[config.mk]
export PLATFORM = sky130hd
export DESIGN_NAME = csv_field_tokenizer
export DESIGN_NICKNAME = d
export VERILOG_FILES = /design/src/rtl/cft_pkg.sv /design/src/rtl/csv_field_tokenizer.sv
export SDC_FILE = /design/constraint.sdc
export NUM_CORES = 1
export LEC_CHECK = 0
export BUFFER_PORTS_ARGS = -buffer_cell sky130_fd_sc_hd__buf_2
export CORE_ASPECT_RATIO = 2
export CORE_MARGIN = 2
export CORE_UTILIZATION = 43
export CTS_CLUSTER_DIAMETER = 30
export DETAILED_ROUTE_END_ITERATION = 12
export MAX_ROUTING_LAYER = met4
export PLACE_DENSITY = 0.69
export SLEW_MARGIN = 20
export SYNTH_ARGS = -nofsm -noshare
export SYNTH_HDL_FRONTEND = slang
export SYNTH_SLANG_ARGS = --single-unit
[constraint.sdc]
create_clock -name i_clk -period 3.5 [get_ports i_clk]
set_input_delay 0.7 -clock i_clk [delete_from_list [all_inputs] [get_ports i_clk]]
set_output_delay 0.7 -clock i_clk [all_outputs]
set_load 0.01 [all_outputs]
[src/rtl/cft_pkg.sv]
package cft_pkg;

    typedef enum logic [1:0] {
        MODE_BETWEEN = 2'd0,
        MODE_QUOTED  = 2'd1,
        MODE_PLAIN   = 2'd2,
        MODE_AFTERQ  = 2'd3
    } t_mode;

    localparam int          MAX_FIELDS_DEF = 255;
    localparam int          CFG_IDX_W      = 2;
    localparam logic [7:0]  NEWLINE        = 8'd10;
    localparam logic [7:0]  SPACE          = 8'd32;
    localparam logic [7:0]  TAB            = 8'd9;
    localparam logic [7:0]  CR             = 8'd13;
    localparam logic [7:0]  QUOTE_RST      = 8'd34;
    localparam logic [7:0]  SEP_RST        = 8'd44;

    localparam logic [CFG_IDX_W-1:0] CFG_QUOTE = 2'd0;
    localparam logic [CFG_IDX_W-1:0] CFG_SEP   = 2'd1;

endpackage

[src/rtl/csv_field_tokenizer.sv]
// an accepted input beat's result beat is registered and valid in the cycle after it is accepted
// one byte per cycle while o_stall is low, set by the single registered parse step
// bytes that produce no result (skipped blanks, quotes) leave no output beat
// a stalled result holds the input back only while the result register is full
// synchronous active-low reset: parse mode to between fields, counts to zero,
// quote and separator to their default bytes
module csv_field_tokenizer
    import cft_pkg::*;
#(
    parameter int MAX_FIELDS = MAX_FIELDS_DEF
) (
    input  logic                 i_clk,
    input  logic                 i_rst_n,

    input  logic                 i_cfg_we,
    input  logic [CFG_IDX_W-1:0] i_cfg_idx,
    input  logic [7:0]           i_cfg_data,

    input  logic                 i_valid,
    output logic                 o_stall,
    input  logic [7:0]           i_in_byte,

    output logic                 o_valid,
    input  logic                 i_stall,
    output logic                 o_char_valid,
    output logic [7:0]           o_data_char,
    output logic                 o_field_end,
    output logic                 o_row_end,
    output logic [7:0]           o_field_number,
    output logic [7:0]           o_widest_row
);

    localparam int         CAP_INT   = (MAX_FIELDS < 255) ? MAX_FIELDS : 255;
    localparam logic [7:0] FIELD_CAP = 8'(CAP_INT);

    logic [7:0] r_quote;
    logic [7:0] r_sep;
    t_mode      r_mode, n_mode;
    logic [7:0] r_cnt, n_cnt;
    logic [7:0] r_wide, n_wide;

    logic       r_valid;
    logic       r_char_valid;
    logic [7:0] r_data_char;
    logic       r_field_end;
    logic       r_row_end;
    logic [7:0] r_field_number;
    logic [7:0] r_widest_row;

    logic       emit;
    logic       e_char_valid;
    logic [7:0] e_data_char;
    logic       e_field_end;
    logic       e_row_end;
    logic [7:0] e_field_number;

    logic       in_acc;
    logic       blank;
    logic       with_field;
    logic [7:0] cnt_inc;
    logic [7:0] row_cnt;

    assign o_stall = r_valid && i_stall;
    assign in_acc  = i_valid && !o_stall;

    assign blank   = ((i_in_byte >= TAB) && (i_in_byte <= CR)) || (i_in_byte == SPACE);
    assign cnt_inc = (r_cnt < FIELD_CAP) ? r_cnt + 8'd1 : r_cnt;

    always_ff @(posedge i_clk) begin
        if (!i_rst_n) begin
            r_quote <= QUOTE_RST;
            r_sep   <= SEP_RST;
        end else if (i_cfg_we) begin
            case (i_cfg_idx)
                CFG_QUOTE: r_quote <= i_cfg_data;
                CFG_SEP:   r_sep   <= i_cfg_data;
                default:   ;
            endcase
        end
    end

    always_comb begin
        n_mode         = r_mode;
        n_cnt          = r_cnt;
        n_wide         = r_wide;
        emit           = 1'b0;
        e_char_valid   = 1'b0;
        e_data_char    = 8'd0;
        e_field_end    = 1'b0;
        e_row_end      = 1'b0;
        e_field_number = r_cnt;
        with_field     = (r_mode != MODE_BETWEEN);
        row_cnt        = with_field ? cnt_inc : r_cnt;

        if (i_in_byte == NEWLINE) begin
            // newline closes the row whatever the mode
            emit           = 1'b1;
            e_row_end      = 1'b1;
            e_field_end    = with_field;
            e_field_number = with_field ? r_cnt : row_cnt;
            n_wide         = (row_cnt > r_wide) ? row_cnt : r_wide;
            n_mode         = MODE_BETWEEN;
            n_cnt          = 8'd0;
        end else begin
            case (r_mode)
                MODE_BETWEEN: begin
                    if (blank) begin
                        // leading whitespace skipped
                    end else if (i_in_byte == r_quote) begin
                        n_mode = MODE_QUOTED;
                    end else if (i_in_byte == r_sep) begin
                        emit        = 1'b1;
                        e_field_end = 1'b1;
                        n_cnt       = cnt_inc;
                    end else begin
                        n_mode       = MODE_PLAIN;
                        emit         = 1'b1;
                        e_char_valid = 1'b1;
                        e_data_char  = i_in_byte;
                    end
                end
                MODE_QUOTED: begin
                    if (i_in_byte == r_quote) begin
                        n_mode = MODE_AFTERQ;
                    end else begin
                        emit         = 1'b1;
                        e_char_valid = 1'b1;
                        e_data_char  = i_in_byte;
                    end
                end
                MODE_PLAIN: begin
                    if (i_in_byte == r_sep) begin
                        emit        = 1'b1;
                        e_field_end = 1'b1;
                        n_cnt       = cnt_inc;
                        n_mode      = MODE_BETWEEN;
                    end else begin
                        emit         = 1'b1;
                        e_char_valid = 1'b1;
                        e_data_char  = i_in_byte;
                    end
                end
                MODE_AFTERQ: begin
                    if (i_in_byte == r_sep) begin
                        emit        = 1'b1;
                        e_field_end = 1'b1;
                        n_cnt       = cnt_inc;
                        n_mode      = MODE_BETWEEN;
                    end else if (i_in_byte == r_quote) begin
                        // doubled quote gives one quote byte
                        n_mode       = MODE_QUOTED;
                        emit         = 1'b1;
                        e_char_valid = 1'b1;
                        e_data_char  = r_quote;
                    end
                end
                default: begin
                    n_mode = MODE_BETWEEN;
                end
            endcase
        end
    end

    always_ff @(posedge i_clk) begin
        if (!i_rst_n) begin
            r_mode <= MODE_BETWEEN;
            r_cnt  <= 8'd0;
            r_wide <= 8'd0;
        end else if (in_acc) begin
            r_mode <= n_mode;
            r_cnt  <= n_cnt;
            r_wide <= n_wide;
        end
    end

    // result register, refilled in the same cycle its beat is taken
    always_ff @(posedge i_clk) begin
        if (!i_rst_n) begin
            r_valid <= 1'b0;
        end else if (in_acc) begin
            r_valid <= emit;
        end else if (!i_stall) begin
            r_valid <= 1'b0;
        end
    end

    always_ff @(posedge i_clk) begin
        if (in_acc && emit) begin
            r_char_valid   <= e_char_valid;
            r_data_char    <= e_data_char;
            r_field_end    <= e_field_end;
            r_row_end      <= e_row_end;
            r_field_number <= e_field_number;
            r_widest_row   <= n_wide;
        end
    end

    assign o_valid        = r_valid;
    assign o_char_valid   = r_char_valid;
    assign o_data_char    = r_data_char;
    assign o_field_end    = r_field_end;
    assign o_row_end      = r_row_end;
    assign o_field_number = r_field_number;
    assign o_widest_row   = r_widest_row;

    a_char_alone: assert property (@(posedge i_clk) disable iff (!i_rst_n)
        o_valid && o_char_valid |-> !o_field_end && !o_row_end)
        else $error("content beat also marks a boundary");

    a_row_widest: assert property (@(posedge i_clk) disable iff (!i_rst_n)
        o_valid && o_row_end |-> o_widest_row >= o_field_number)
        else $error("widest row below field number at row end");

    a_row_reset: assert property (@(posedge i_clk) disable iff (!i_rst_n)
        in_acc && (i_in_byte == NEWLINE) |=> (r_cnt == 8'd0) && (r_mode == MODE_BETWEEN))
        else $error("parse state not cleared after row end");

    a_cnt_cap: assert property (@(posedge i_clk) disable iff (!i_rst_n)
        (r_cnt <= FIELD_CAP) && (r_wide <= FIELD_CAP))
        else $error("field count beyond cap");

endmodule

==> results_dict.tcl <==
set metrics [dict create \
    outcome "complete, no violations" \
    synth.top_cell.area_share 0.2346 \
    tritoncts "done" \
    postSynth.asyncResetShare 0 \
    worst-path-max-fanout 7 \
    postCtsSetupRepairBufs 0 \
    fin_skew_ns 0.004739 \
    detail_route.vias_per_cell 5.607 \
    grt_pass1_wl_mm 12.99 \
    die_area_um2 8813 \
    synth-edff-count 27 \
    mapped_cells 334 \
    criticalPathCategory "flip-flop to flip-flop" \
    seq_area_frac_synth 0.4374 \
    clock_insertion_delay_worst_skew_ns 0.33 \
    detail_route.wirelength_mm 8.318 \
    cp.arrival_ns 3.38 \
    die_h_um 130.8 \
    die_width_um 67.39 \
    drv_cap 0 \
    pin_count 52 \
    via_count 2714 \
    max-slew-margin-rel 0.6106 \
    finalHoldViolations 0 \
    layout_worst_path_cycle_share 0.9420 \
    overflow 0 \
    place.gp.congestion 0.8583 \
    time_the_worst_path_needs_with_i_o_delays_and_setup_ns 3.297 \
    grt_pass1_vias 2698 \
    antenna_found_initial 0 \
    endpoint_kind "flip-flop" \
    report.final.slew_viol_count 0 \
    final-setup-viol-count 0 \
    hold-worst-slack_ns 0.4756 \
    drtPass1Iterations 4 \
    power.ir.vdd_worst_mv 0.3996 \
    grt_setup_unrepaired "no" \
    clock_sinks 62 \
    synthTopCellsByCount "43 x nand2_1, 35 x dfxtp_1, 27 x edfxtp_1" \
    drcViolationCount 0 \
    p_leak_uw 0.001639 \
    clkTransAtPathRegs_ns 0.05 \
    grt_start_max_net_pins 33 \
    area_growth_pct 18.28 \
    max_slew.worst_pin.slew_ns 0.5840 \
    clock_tree.root_cell "clkbuf_16" \
    yosys.area.top_type "edfxtp_1" \
    port_buffers 51 \
    average_cell_area_after_synthesis_um2 10.35 \
    mappedNetlistNets 366 \
    final_net_count 415 \
    cellPowerDensity_nw_per_um2 483.8 \
    post-dp-hpwl_mm 6.445 \
    hold_class "flip-flop to flip-flop" \
    cts-buffers-inserted 9 \
    post_route_cells_drive_above_1_share 0.2887 \
    timing.critical_path.from_type "flip-flop" \
    core_area_um2 7885 \
    leading_register_cell_type_out_of_synthesis "dfxtp_1" \
    yosys_warnings 0 \
    cp.required_ns 3.58 \
    initial_core_util 0.4383 \
    post_synth_num_cell_types 70 \
    netlist_top_cells_area "edfxtp_1 23%, dfxtp_1 20%, mux2i_1 7.2%" \
    route.antenna.remaining_nets 0 \
    aggregate_global_route_resource_usage 0.2104 \
    core.rowCount 46 \
    syn_area_um2 3456 \
    detailedRoute.firstIterationViolations 121 \
    buffers_from_clock_root_to_sink_at_most 2 \
    fin_tns_setup_ns 0 \
    synth-seq-cells 62 \
    rrSetupSlack_ns 0.20 \
    final_layout_fill_cell_count 698 \
    yosysMostFrequentCell "nand2_1" \
    route.detailed.wl_per_inst_um 17.19 \
    insertedDiodeCount 0 \
    h-tree-depth 3 \
    fmax_mhz 303.3 \
]
-- repair_timing --
action                     CTS  global route
setup endpoints to repair    0             1
hold buffers                 0             0
resized for setup            0             1
-- path summary, 6_finish.rpt --
check / end / cells past startpoint / start
max: o_widest_row[2] / 13 / r_cnt[0]
min: r_wide[2] / 2 / r_wide[2]
max reg2reg: o_widest_row[2] / 13 / r_cnt[0]
min reg2reg: r_wide[2] / 2 / r_wide[2]
-- critical path, cell delays in order, from the launching register on --
cell	delay (ns)
dfxtp_1	0.31
ha_1	0.22
and4_1	0.25
a21o_1	0.23
nor2_1	0.15
xor2_1	0.28
ha_1	0.31
and3_1	0.17
nand4_1	0.11
o211ai_1	0.10
a21o_1	0.19
a21oi_2	0.18
buf_4	0.21
mux2_2	0.34
-- per-stage QoR --
step | util | cell area, um^2 | power [uW] | setup WS [ns] | std cells
after detailed placement | 0.4813 | 3795 | 1161 | 0.2540 | 468
after CTS | 0.5175 | 4080 | 1993 | 0.2344 | 484
final | 0.5184 | 4088 | 1978 | 0.2031 | 484
after global routing | 0.5184 | 4088 | 2048 | 0.007774 | 484
after global placement | 0.4813 | 3795 | 1156 | 0.3190 | 468
after floorplan | - | 3456 | 1062 | 0.2670 | 334
-- kinds of logic after synthesis --
group,share of synthesized area
buffers and inverters,0.05250
multiplexers,0.1083
flip-flops,0.4374
AND/OR/NAND/NOR,0.1836
XOR/XNOR,0.05286
adder cells (fa/ha/maj),0.03259
AO/OA/AOI/OAI,0.1329
-- metal layers --
layer,GRT usage,vias to the layer above,part of all wire
li1,-,1294,-
met1,0.1793,1295,0.33
met2,0.3844,83,0.57
met3,0.04024,42,0.032
met4,0.1585,0,0.062
met5,-,-,0
-- cell type report --
cell class                      count  area [um^2]  area share
Clock inverter                      5        32.53    0.007958
Inverter                           14        52.55     0.01286
Timing Repair Buffer               63        345.3     0.08448
Tap cell                           96        120.1     0.02938
Multi-Input combinational cell    233         1773      0.4337
Sequential cell                    62         1511      0.3698
Clock buffer                       11        252.7     0.06183
-- power breakdown --
part / leakage (uW) / internal [uW] / switching (uW) / total (uW)
combinational: 0.000952 / 116 / 196 / 312
sequential: 0.000552 / 812 / 24.9 / 837
clock: 0.000136 / 515 / 313 / 829
-- flip-flops by register name (all words and copies together), names as in the netlist --
name and count:
r_quote 8, o_valid 1, r_sep 8, o_char_valid 1, r_cnt 8, o_field_end 1
o_field_number 8, r_wide 8, o_row_end 1, o_data_char 8, r_mode 2, o_widest_row 8
-- placed cells by master, fill, tap and decap left out, drive strengths merged, types with 3 or more instances in the layout --
cell / netlist / final
nand3b: 3 / 3
clkbuf: 13 / 11
ha: 9 / 9
clkinv: 3 / 5
nor3: 6 / 6
or3: 4 / 4
inv: 11 / 12
mux2i: 25 / 25
xor2: 11 / 11
buf: 12 / 63
xnor2: 9 / 9
dfxtp: 35 / 35
and3: 5 / 5
o22ai: 3 / 3
nand2: 43 / 43
edfxtp: 27 / 27
nand3: 5 / 5
a21oi: 10 / 10
o21a: 4 / 4
nand4: 6 / 6
o21ai: 5 / 5
o2111ai: 4 / 4
nor4: 3 / 3
a22o: 6 / 6
o211ai: 4 / 4
nor2: 25 / 25
mux2: 11 / 11
nor2b: 3 / 3
Note: power is estimated with default switching activity, not from simulation.
